**config.mk**
```make
export PLATFORM = sky130hd
export DESIGN_NAME = ptw_ctrl
export DESIGN_NICKNAME = d
export VERILOG_FILES = /design/src/design/ptw_pkg.sv /design/src/design/ptw_ctrl.sv
export SDC_FILE = /design/constraint.sdc
export NUM_CORES = 1
export LEC_CHECK = 0
export ABC_AREA = 1
export BUFFER_PORTS_ARGS = -buffer_cell sky130_fd_sc_hd__buf_2
export CAP_MARGIN = 20
export CORE_AREA = 4 4 41 43
export CTS_CLUSTER_DIAMETER = 60
export CTS_CLUSTER_SIZE = 24
export DETAILED_ROUTE_END_ITERATION = 6
export DIE_AREA = 0 0 45 47
export MAX_ROUTING_LAYER = met4
export PLACE_DENSITY = 0.7
export SLEW_MARGIN = 20
export SYNTH_ARGS = -nofsm -noshare
export SYNTH_HDL_FRONTEND = slang
export SYNTH_SLANG_ARGS = --single-unit
```
**constraint.sdc**
```tcl
create_clock -name aclk -period 1.2 [get_ports aclk]
set_clock_uncertainty 0.15 [all_clocks]
set_input_delay 0 -clock aclk [delete_from_list [all_inputs] [get_ports aclk]]
set_output_delay 0 -clock aclk [all_outputs]
set_load 0.02 [all_outputs]
```
**src/design/ptw_pkg.sv**
```systemverilog
// Shared types and constants for the page table map and walk block.
// Used by ptw_ctrl, ptw_datapath and page_table_map_and_walk.
`timescale 1ns / 1ps

package ptw_pkg;

    localparam int VA_W     = 48;
    localparam int PA_W     = 52;
    localparam int ENTRY_W  = 64;
    localparam int IDX_W    = 9;
    localparam int ENTRIES_PER_TABLE = 512;
    localparam int PG_OFF_W = 12;
    localparam int FRAME_W  = ENTRY_W - PG_OFF_W;

    localparam int SHIFT_PML4 = 39;
    localparam int SHIFT_PDPT = 30;
    localparam int SHIFT_PD   = 21;

    localparam logic [1:0] LVL_PML4 = 2'd0;
    localparam logic [1:0] LVL_PDPT = 2'd1;
    localparam logic [1:0] LVL_PD   = 2'd2;

    localparam logic OP_MAP   = 1'b0;
    localparam logic OP_XLATE = 1'b1;

    localparam logic [1:0] ST_OK       = 2'd0;
    localparam logic [1:0] ST_OOM      = 2'd1;
    localparam logic [1:0] ST_UNMAPPED = 2'd2;

    localparam logic [ENTRY_W-1:0] FLAG_PRESENT  = 64'h1;
    localparam logic [ENTRY_W-1:0] FLAG_WRITABLE = 64'h2;
    localparam logic [ENTRY_W-1:0] FLAG_LARGE    = 64'h80;
    localparam logic [ENTRY_W-1:0] LINK_FLAGS    = FLAG_PRESENT | FLAG_WRITABLE;
    localparam logic [ENTRY_W-1:0] LEAF_FLAGS    = LINK_FLAGS | FLAG_LARGE;

    typedef enum logic [3:0] {
        CMD_NONE,
        CMD_LOAD,
        CMD_ROOT_NEW,
        CMD_ROOT_USE,
        CMD_READ,
        CMD_LINK_NEW,
        CMD_LINK_ZERO,
        CMD_LINK_OLD,
        CMD_DESCEND,
        CMD_CLEAR,
        CMD_LEAF,
        CMD_RESULT
    } ptw_cmd_code_t;

    typedef struct packed {
        ptw_cmd_code_t code;
        logic [1:0]    res;
    } ptw_cmd_t;

    typedef struct packed {
        logic op;
        logic root_valid;
        logic pool_full;
        logic present;
        logic in_pool;
        logic lvl_last;
        logic clr_last;
        logic out_free;
    } ptw_sts_t;

endpackage

```
**src/design/ptw_ctrl.sv**
```systemverilog
// Sequencer for map and translate walks: issues at most one datapath command a cycle.
// Depends on ptw_pkg.
`timescale 1ns / 1ps

module ptw_ctrl
    import ptw_pkg::*;
(
    input  logic     aclk,
    input  logic     aresetn,
    input  logic     s_valid,
    output logic     s_ready,
    input  ptw_sts_t sts,
    output ptw_cmd_t cmd
);

    typedef enum logic [2:0] {
        ST_IDLE,
        ST_START,
        ST_CLEAR,
        ST_READ,
        ST_CHECK,
        ST_FINISH
    } state_t;

    state_t     state_reg, state_next;
    logic [1:0] res_reg, res_next;

    always_comb begin
        state_next = state_reg;
        res_next   = res_reg;
        cmd.code   = CMD_NONE;
        cmd.res    = res_reg;
        s_ready    = 1'b0;
        case (state_reg)
            ST_IDLE: begin
                s_ready = 1'b1;
                if (s_valid) begin
                    cmd.code   = CMD_LOAD;
                    state_next = ST_START;
                end
            end
            ST_START: begin
                if (!sts.root_valid) begin
                    if (sts.op == OP_XLATE) begin
                        res_next   = ST_UNMAPPED;
                        state_next = ST_FINISH;
                    end else if (sts.pool_full) begin
                        res_next   = ST_OOM;
                        state_next = ST_FINISH;
                    end else begin
                        cmd.code   = CMD_ROOT_NEW;
                        state_next = ST_CLEAR;
                    end
                end else begin
                    cmd.code   = CMD_ROOT_USE;
                    state_next = ST_READ;
                end
            end
            ST_CLEAR: begin
                cmd.code = CMD_CLEAR;
                if (sts.clr_last) begin
                    state_next = ST_READ;
                end
            end
            ST_READ: begin
                // map writes the leaf blind, no read needed
                if (sts.op == OP_MAP && sts.lvl_last) begin
                    cmd.code   = CMD_LEAF;
                    res_next   = ST_OK;
                    state_next = ST_FINISH;
                end else begin
                    cmd.code   = CMD_READ;
                    state_next = ST_CHECK;
                end
            end
            ST_CHECK: begin
                if (sts.op == OP_XLATE) begin
                    if (sts.lvl_last) begin
                        res_next   = sts.present ? ST_OK : ST_UNMAPPED;
                        state_next = ST_FINISH;
                    end else if (!sts.present || !sts.in_pool) begin
                        res_next   = ST_UNMAPPED;
                        state_next = ST_FINISH;
                    end else begin
                        cmd.code   = CMD_DESCEND;
                        state_next = ST_READ;
                    end
                end else if (!sts.present) begin
                    if (sts.pool_full) begin
                        cmd.code   = CMD_LINK_ZERO;
                        res_next   = ST_OOM;
                        state_next = ST_FINISH;
                    end else begin
                        cmd.code   = CMD_LINK_NEW;
                        state_next = ST_CLEAR;
                    end
                end else if (!sts.in_pool) begin
                    res_next   = ST_OOM;
                    state_next = ST_FINISH;
                end else begin
                    cmd.code   = CMD_LINK_OLD;
                    state_next = ST_READ;
                end
            end
            ST_FINISH: begin
                if (sts.out_free) begin
                    cmd.code   = CMD_RESULT;
                    state_next = ST_IDLE;
                end
            end
            default: begin
                state_next = ST_IDLE;
            end
        endcase
    end

    always_ff @(posedge aclk) begin
        if (!aresetn) begin
            state_reg <= ST_IDLE;
            res_reg   <= ST_OK;
        end else begin
            state_reg <= state_next;
            res_reg   <= res_next;
        end
    end

    a_result_when_free: assert property (@(posedge aclk) disable iff (!aresetn)
        cmd.code == CMD_RESULT |-> sts.out_free)
        else $error("result issued while output register busy");

    a_clear_ends_in_read: assert property (@(posedge aclk) disable iff (!aresetn)
        state_reg == ST_CLEAR && sts.clr_last |=> state_reg == ST_READ)
        else $error("page clear did not return to walk");

    a_accept_starts: assert property (@(posedge aclk) disable iff (!aresetn)
        s_valid && s_ready |=> state_reg == ST_START)
        else $error("accepted item did not start a walk");

endmodule

```
Word-level counts from Yosys, hierarchy flattened

Cells that the tools add are included.

Reductions and logical operators: 8
Muxes and demuxes: 38
Equal/unequal tests: 12
Bitwise gates (word level): 1

Operators by type and width:

| cell               | number |
|---|---|
| $mux 3             | 12 |
| $mux 4             | 7 |
| $mux 2             | 13 |
| $pmux 4 s6         | 1 |
| $pmux 3 s6         | 1 |
| $ne 2x2->1 const B | 5 |
| $ne 4x4->1 const B | 2 |
| $eq 3x2->1 const B | 2 |
| $eq 3x3->1 const B | 2 |
| $pmux 2 s3         | 1 |
| $reduce_and 5->1   | 1 |
| $eq 3x1->1 const B | 1 |
| $logic_not 3->1    | 1 |
| $mux 1             | 3 |
| $reduce_and 3->1   | 1 |
| $reduce_bool 3->1  | 1 |
| $logic_not 1->1    | 2 |
| $logic_and 1x1->1  | 1 |
| $logic_or 1x1->1   | 1 |
| $not 1->1          | 1 |

Word-level logic and storage cells: 61
Output and inout bits: 7
Input port bits: 11
Register bits: 5

Logic depth before layout (Yosys ltp)

Gate-level depths: netlist of the first run.

Depth after elaboration: 6
Mapped depth: 9
Depth with buffers taken out: 9

Worst setup path after synthesis of the first run

Ideal clock, no wire load.

Path type: register to register
Start point: reg state_reg[0]
End point: reg res_reg[0]
Library setup time: 0.113 ns
Setup slack: -0.062 ns
Period minus slack after synthesis: 1.262 ns
Data required time: 0.937 ns
Arrival: 0.999 ns
Path buffers: 1
Stages on the path, launching flop included: 10
Cells stage by stage: dfxtp_1 buf_6 nor2_2 nand2_2 nand2_1 nand2_1 nor2_2 nand2_1 nand2_1 nor2_1

Cells in the longest elaborated chain, start to end: 3
Elaborated cells on any way between the ends: 10
Those cells by class: eq/ne: 7; mux: 1; reduce/logical: 2

Ends and longest elaborated chain:

| element                                                   | RTL line        | RTL |
|---|---|---|
| from (decl)                                               | ptw_ctrl.sv:25  | `state_t state_reg, state_next;` |
| from (signal assigned)                                    | ptw_ctrl.sv:122 | `state_reg <= state_next;` |
| $eq 3x3->1, or another cell as far along                  | ptw_ctrl.sv:34  | `case (state_reg)` |
| $ne 4x4->1 (no source line), or another cell as far along | n/a             |  |
| $reduce_and 5->1 (no source line)                         | n/a             |  |
| to (signal assigned)                                      | ptw_ctrl.sv:123 | `res_reg <= res_next;` |
| to (decl)                                                 | ptw_ctrl.sv:26  | `logic [1:0] res_reg, res_next;` |

Several ways; a longest one is shown, not always the timed one.
A chain may end at the register's enable or synchronous reset.

==> results.sh, run 1 <==
export IMPL_track_usage=0.2147
export IMPL_dp_hpwl_microns=1305
export IMPL_cp_top_family="buffers and inverters"
export IMPL_via_per_inst=5.353
export IMPL_route_vias_total=803
export IMPL_hold_path_depth=5
export IMPL_crit_top_cell="buf_6"
export IMPL_setup_tns_ps=-1872
export IMPL_r2r_end="res_reg[0]"
export IMPL_final_common_cell="nand2_1"
export IMPL_antenna_found_initial=0
export IMPL_area_delta_synth_final_pct=77.17
export IMPL_synth_seq_area_share=0.1826
export IMPL_status="complete, but fails checks"
export IMPL_required_ps=1050
export IMPL_drv_cap=0
export IMPL_netlist_cell_type_count=20
export IMPL_fmax_ghz=0.6644
export IMPL_core_area_sq_um=1301
export IMPL_path_clk_slew_ps=50
export IMPL_antenna_cells=0
export IMPL_final_nets=147
export IMPL_route_antenna_remaining_nets=0
export IMPL_grt_max_degree=9
export IMPL_gp_congestion=0.9263
export IMPL_dp_cells=137
export IMPL_drt_first_iter_violations=18
export IMPL_worst_path_max_fanout=5
export IMPL_clk_latency_ps=250
export IMPL_cts_root_buf="clkbuf_4"
export IMPL_wl_per_cell_microns=13.13
export IMPL_core_rowCount=13
export IMPL_route_detailed_drc=0
export IMPL_crit_slowest_cell="dfxtp_4"
export IMPL_rsz0062_at_grt="yes"
export IMPL_setup_violations=10
export IMPL_largest_reg_flops=3
export IMPL_fin_ws_ps=-305.2
export IMPL_clock_path_buffers=2
export IMPL_r2r_setup_slack_ps=-240
export IMPL_power_density_nw_per_um2=1775
export IMPL_tightest_slew_ps=242.0
export IMPL_overflow=0
export IMPL_period_needed_ps=1505
export IMPL_htreeDepth=1
export IMPL_start_util=0.4212
export IMPL_drive_gt1_frac=0.5259
export IMPL_period_share=1.254
export IMPL_min_delay_start="s_valid"
export IMPL_grt_pass1_vias=786
export IMPL_synthesis_area_sq_um=548.0
export IMPL_worstPathCellList="buf_6 > nand4_1 > buf_4 > nand3b_1 > buf_6"
export IMPL_p_total_w=0.001723
export IMPL_hold_path_class="in2reg"
export IMPL_wl_microns=1970
export IMPL_fp_dieH_microns=47
export IMPL_crit_reg2reg_launch="state_reg[1]"
export IMPL_whs_endpoint="state_reg[0]"
export IMPL_ir_worst_vdd_mv=1.124
export IMPL_syn_nets=111
export IMPL_synth_seq_cells=5
export IMPL_cts_made_buffers=3
export IMPL_rr_worst_depth=9
export IMPL_die_area_sq_um=2115
export IMPL_drt_first_pass_iters=4
export IMPL_start_kind="flip-flop"
export IMPL_clock_sinks=5
export IMPL_grt_pass1_wl_microns=3180
export IMPL_cts_tree="yes"
export IMPL_startpoint="state_reg[2]"
export IMPL_port_buffers=17
export IMPL_final_cell_mix="nand2_1 (17), nor2_1 (12), buf_2 (12), buf_6 (11), inv_1 (9)"
export IMPL_cp_arrival_ps=1360
export IMPL_end_kind="output pin"
export IMPL_yosys_warnings=0
export IMPL_hold_viol=0
export IMPL_violations="setup timing"
export IMPL_die_w_microns=45
export IMPL_crit_path_max_incr_delay_ps=400
export IMPL_leakage_nw=0.4913
export IMPL_crit_buf_inv=3
export IMPL_finalMaxSlewViolations=0
export IMPL_syn_avg_cell_area_sq_um=5.480
export IMPL_relSlewSlack=0.8370
export IMPL_syn_inst=100
export IMPL_path_class="reg2out"
export IMPL_io_pins=18
export IMPL_instances_no_fill=150
## worst reg2reg max path, stage by stage (launching register included)
cell and delay (ps):
dfxtp_4 380, nor2_4 150, nand2_2 100, buf_6 140
nand2_2 60, nand2_2 90, nor2_4 130, nand2_1 50
nand2_1 50, nor2_1 30
## worst max path at each step
| stage | end | slack [ps] | cells after the start |
|---|---|---|---|
| 2_1_floorplan | res_reg[1] | -8 | 7 |
| 3_3_place_gp | cmd[3] | -160 | 7 |
| 3_5_place_dp | cmd[3] | -160 | 7 |
| 4_1_cts | cmd[3] | -240 | 6 |
| 5_1_grt | cmd[3] | -360 | 6 |
| 6_report | cmd[3] | -310 | 5 |
## layer usage
metal	wire, microns	track usage	vias to the layer above
met3	102	0.04598	12
met5	0	-	-
met1	784	0.2392	363
met4	75	0.1053	0
met2	1007	0.3616	36
li1	-	-	392
## synth_stat cells
cell type,count,area (sq um)
or2_2,1,6.260
nand2_2,1,6.260
a31oi_1,2,12.51
nand3_1,7,35.03
nor2_1,19,71.32
nand4_1,4,25.02
a21oi_1,3,15.01
o21ai_0,7,35.03
inv_2,4,15.01
nand3_4,1,17.52
o21ai_1,1,5.000
nor2_2,5,31.28
buf_6,1,11.26
nor3_1,2,10.01
nand2_4,1,11.26
nand2_1,24,90.09
buf_2,1,5.000
nand3b_1,1,7.510
dfxtp_1,5,100.1
inv_1,10,37.54
## metrics by stage
stage | setup slack, ps | hold WS [ps] | utilization | area, sq um
after floorplan | -7.648 | -52.37 | - | 590.6
after global placement | -162.6 | 80.92 | 0.5663 | 737.0
after detailed placement | -163.1 | 93.65 | 0.5663 | 737.0
after CTS | -244.9 | 1.414 | 0.7087 | 922.1
after global routing | -360.0 | 65.52 | 0.7462 | 970.9
final | -305.2 | 20.48 | 0.7462 | 970.9
## power by group
group | switching, W | leakage, nW | internal, W
registers | 0.000120 | 0.0432 | 0.000242
clock network | 0.0000801 | 0.0150 | 0.000126
logic | 0.000643 | 0.433 | 0.000511
## layout make-up
cell class | count | area [sq um]
tap | 15 | 18.77
clock buffer | 4 | 26.28
fill | 112 | 330.3
timing repair buffer | 33 | 266.5
sequential | 5 | 111.4
multi-input combinational | 79 | 493.0
inverter | 14 | 55.05
## cell families (layout without fill, tap and decap cells)
logic type             count (synthesis)  count (layout)  synth area share
flip-flops                             5               5            0.1827
buffers and inverters                 16              51            0.1256
AO/OA/AOI/OAI                         13              13            0.1233
AND/OR/NAND/NOR                       66              66            0.5685
## what timing repair did
item,in CTS,in global routing
gates resized for setup,32,15
hold buffers,3,0
gates cloned,0,0
setup endpoints to repair,10,10
setup buffers,7,1
pin swaps,19,14
hold endpoints to repair,5,0
Power figures use the tool's default switching activity.
==> run 2, diff against run 1 <==
--- a/config.mk
+++ b/config.mk
@@ -14,7 +14,7 @@
 export DETAILED_ROUTE_END_ITERATION = 6
 export DIE_AREA = 0 0 45 47
 export MAX_ROUTING_LAYER = met4
-export PLACE_DENSITY = 0.7
+export PLACE_DENSITY = 0.67
 export SLEW_MARGIN = 20
 export SYNTH_ARGS = -nofsm -noshare
 export SYNTH_HDL_FRONTEND = slang
==> constraint.sdc (replaced) <==
create_clock -name aclk -period 1.9 [get_ports aclk]
set_clock_uncertainty 0.15 [all_clocks]
set_input_delay 0 -clock aclk [delete_from_list [all_inputs] [get_ports aclk]]
set_output_delay 0 -clock aclk [all_outputs]
set_load 0.02 [all_outputs]
==> run 2 against run 1 <==
Compared with the run above:
- the flow now finishes without violations
- final cell count shrank 9.3%
- count of clock-buffer cells in the layout is the same
- non-clock buffer count shrank 14
- setup slack gained 520 ps
- utilization shrank 22 points
- hold slack lost 7.2 ps
- wire length shrank 26%
- first-iteration DRC count grew 5.6%
- sequential cell count is the same
- critical path depth grew 1
- power shrank 53%
- via count shrank 13%
- critical path type unchanged
- highest routed layer is now met3
==> results.sh, run 2 (synthesized netlist as in run 1, its figures left out) <==
export IMPL_status="finished, final reports clean"
export IMPL_rsz0062_at_grt="no"
export IMPL_startpoint="state_reg[0]"
export IMPL_grt_pass1_wl_microns=2601
export IMPL_min_delay_start="sts[1]"
export IMPL_drv_cap=0
export IMPL_holdWs_ps=13.26
export IMPL_swShare=0.5086
export IMPL_setup_tns_ps=0
export IMPL_htreeDepth=1
export IMPL_wl_microns=1455
export IMPL_grtUsageMet2=0.2429
export IMPL_io_pins=18
export IMPL_grt_pass1_vias=623
export IMPL_comb_power_share=0.599
export IMPL_gp_congestion=0.8758
export IMPL_required_ps=1750
export IMPL_hold_path_class="in2reg"
export IMPL_die_area_sq_um=2115
export IMPL_ir_worst_vdd_mv=0.7420
export IMPL_antenna_found_initial=0
export IMPL_final_cell_mix="nand2_1 (24), nor2_1 (19), buf_2 (17), inv_1 (10)"
export IMPL_route_vias_total=702
export IMPL_ctsResizeCount=0
export IMPL_setup_violations=0
export IMPL_die_w_microns=45
export IMPL_final_common_cell="nand2_1"
export IMPL_route_detailed_drc=0
export IMPL_seq_power_share=0.248
export IMPL_intPower_w=0.0003943
export IMPL_crit_path_max_incr_delay_ps=390
export IMPL_switchingPower_w=0.0004081
export IMPL_crit_reg2reg_launch="state_reg[0]"
export IMPL_gr_usage_met1=0.2323
export IMPL_hold_viol=0
export IMPL_drive_gt1_frac=0.2727
export IMPL_relSlewSlack=0.7852
export IMPL_crit_slowest_cell="dfxtp_1"
export IMPL_worst_path_max_fanout=8
export IMPL_finalMaxSlewViolations=0
export IMPL_core_area_sq_um=1301
export IMPL_leakage_nw=0.3875
export IMPL_dp_hpwl_microns=1200
export IMPL_port_buffers=17
export IMPL_track_usage=0.1731
export IMPL_power_density_nw_per_um2=1177
export IMPL_overflow=0
export IMPL_clock_sinks=5
export IMPL_grt_max_degree=9
export IMPL_cts_made_buffers=3
export IMPL_instances_no_fill=136
export IMPL_fmax_ghz=0.5926
export IMPL_grt_use_met3=0.06897
export IMPL_path_class="reg2out"
export IMPL_area_delta_synth_final_pct=24.43
export IMPL_antenna_cells=0
export IMPL_cts_root_buf="clkbuf_4"
export IMPL_period_needed_ps=1687
export IMPL_worstPathCellList="nor2_2 > nand2_2 > nor2_1 > a31oi_1 > nand3b_1 > buf_2"
export IMPL_core_rowCount=13
export IMPL_period_share=0.8881
export IMPL_clk_latency_ps=240
export IMPL_drt_first_pass_iters=4
export IMPL_wl_per_cell_microns=10.70
export IMPL_cts_tree="yes"
export IMPL_end_kind="output pin"
export IMPL_fp_dieH_microns=47
export IMPL_start_util=0.4212
export IMPL_tightest_slew_ps=321.7
export IMPL_clock_path_buffers=2
export IMPL_cp_arrival_ps=1540
export IMPL_dp_cells=130
export IMPL_route_antenna_remaining_nets=0
export IMPL_start_kind="flip-flop"
export IMPL_path_clk_slew_ps=50
export IMPL_drt_first_iter_violations=19
export IMPL_clockPowerShare=0.153
export IMPL_busiest_layer="met2"
export IMPL_largest_reg_flops=3
export IMPL_via_per_inst=5.162
export IMPL_final_nets=133
==> run 2: changes by cell type in the layout (fill, tap and decap cells not counted), sizes merged <==
cell / delta
buf: -13
dlygate4sd3: -1
==> run 2: layout make-up <==
cell class	instances	area, sq um
Timing Repair Buffer	19	105.1
Tap cell	15	18.77
Sequential cell	5	100.1
Clock buffer	4	26.28
Fill cell	141	619.3
Inverter	14	52.55
Multi-Input combinational cell	79	379.1
==> run 2: timing repair <==
item | in CTS | in global routing
hold buffers | 2 | 0
hold endpoints to repair | 5 | 0
setup buffers | 0 | 0
==> run 2: path summary, 6_finish.rpt <==
path | to | slack [ps] | cells past startpoint
worst max-delay path | cmd[3] | 210 | 6
worst min-delay path | state_reg[0] | 10 | 5
worst max register to register | res_reg[0] | 460 | 7
worst min register to register | res_reg[0] | 390 | 2
==> run 2: critical path, delay by kind of cell, from the launching register on <==
kind	cells	cell delay [ps]
buf+inv	1	160
simple gates	4	600
flops	1	390
compound gates	1	130
==> run 2: through the flow <==
step	total power, W	area [sq um]	utilization	setup slack (ps)
5_1_grt	0.0008909	681.9	0.5240	64.56
6_report	0.0008024	681.9	0.5240	212.7
3_5_place_dp	0.0006762	635.6	0.4885	483.4
4_1_cts	0.0008071	681.9	0.5240	242.1
3_3_place_gp	0.0006773	635.6	0.4885	470.7
2_1_floorplan	0.0005640	548.0	-	637.5
==> run 2: per-layer routing <==
layer,wire length (microns),vias up
met1,667,306
met4,0,0
li1,-,361
met3,154,0
met5,0,-
met2,633,35
==> run 2: power by group through the flow <==
stage	Clock [W]	Sequential [W]	Combinational [W]
floorplan	0	0.000189	0.000375
global placement	0	0.000198	0.000480
detailed placement	0	0.000199	0.000478
CTS	0.000126	0.000198	0.000483
global route	0.000143	0.000209	0.000539
finish	0.000122	0.000199	0.000481
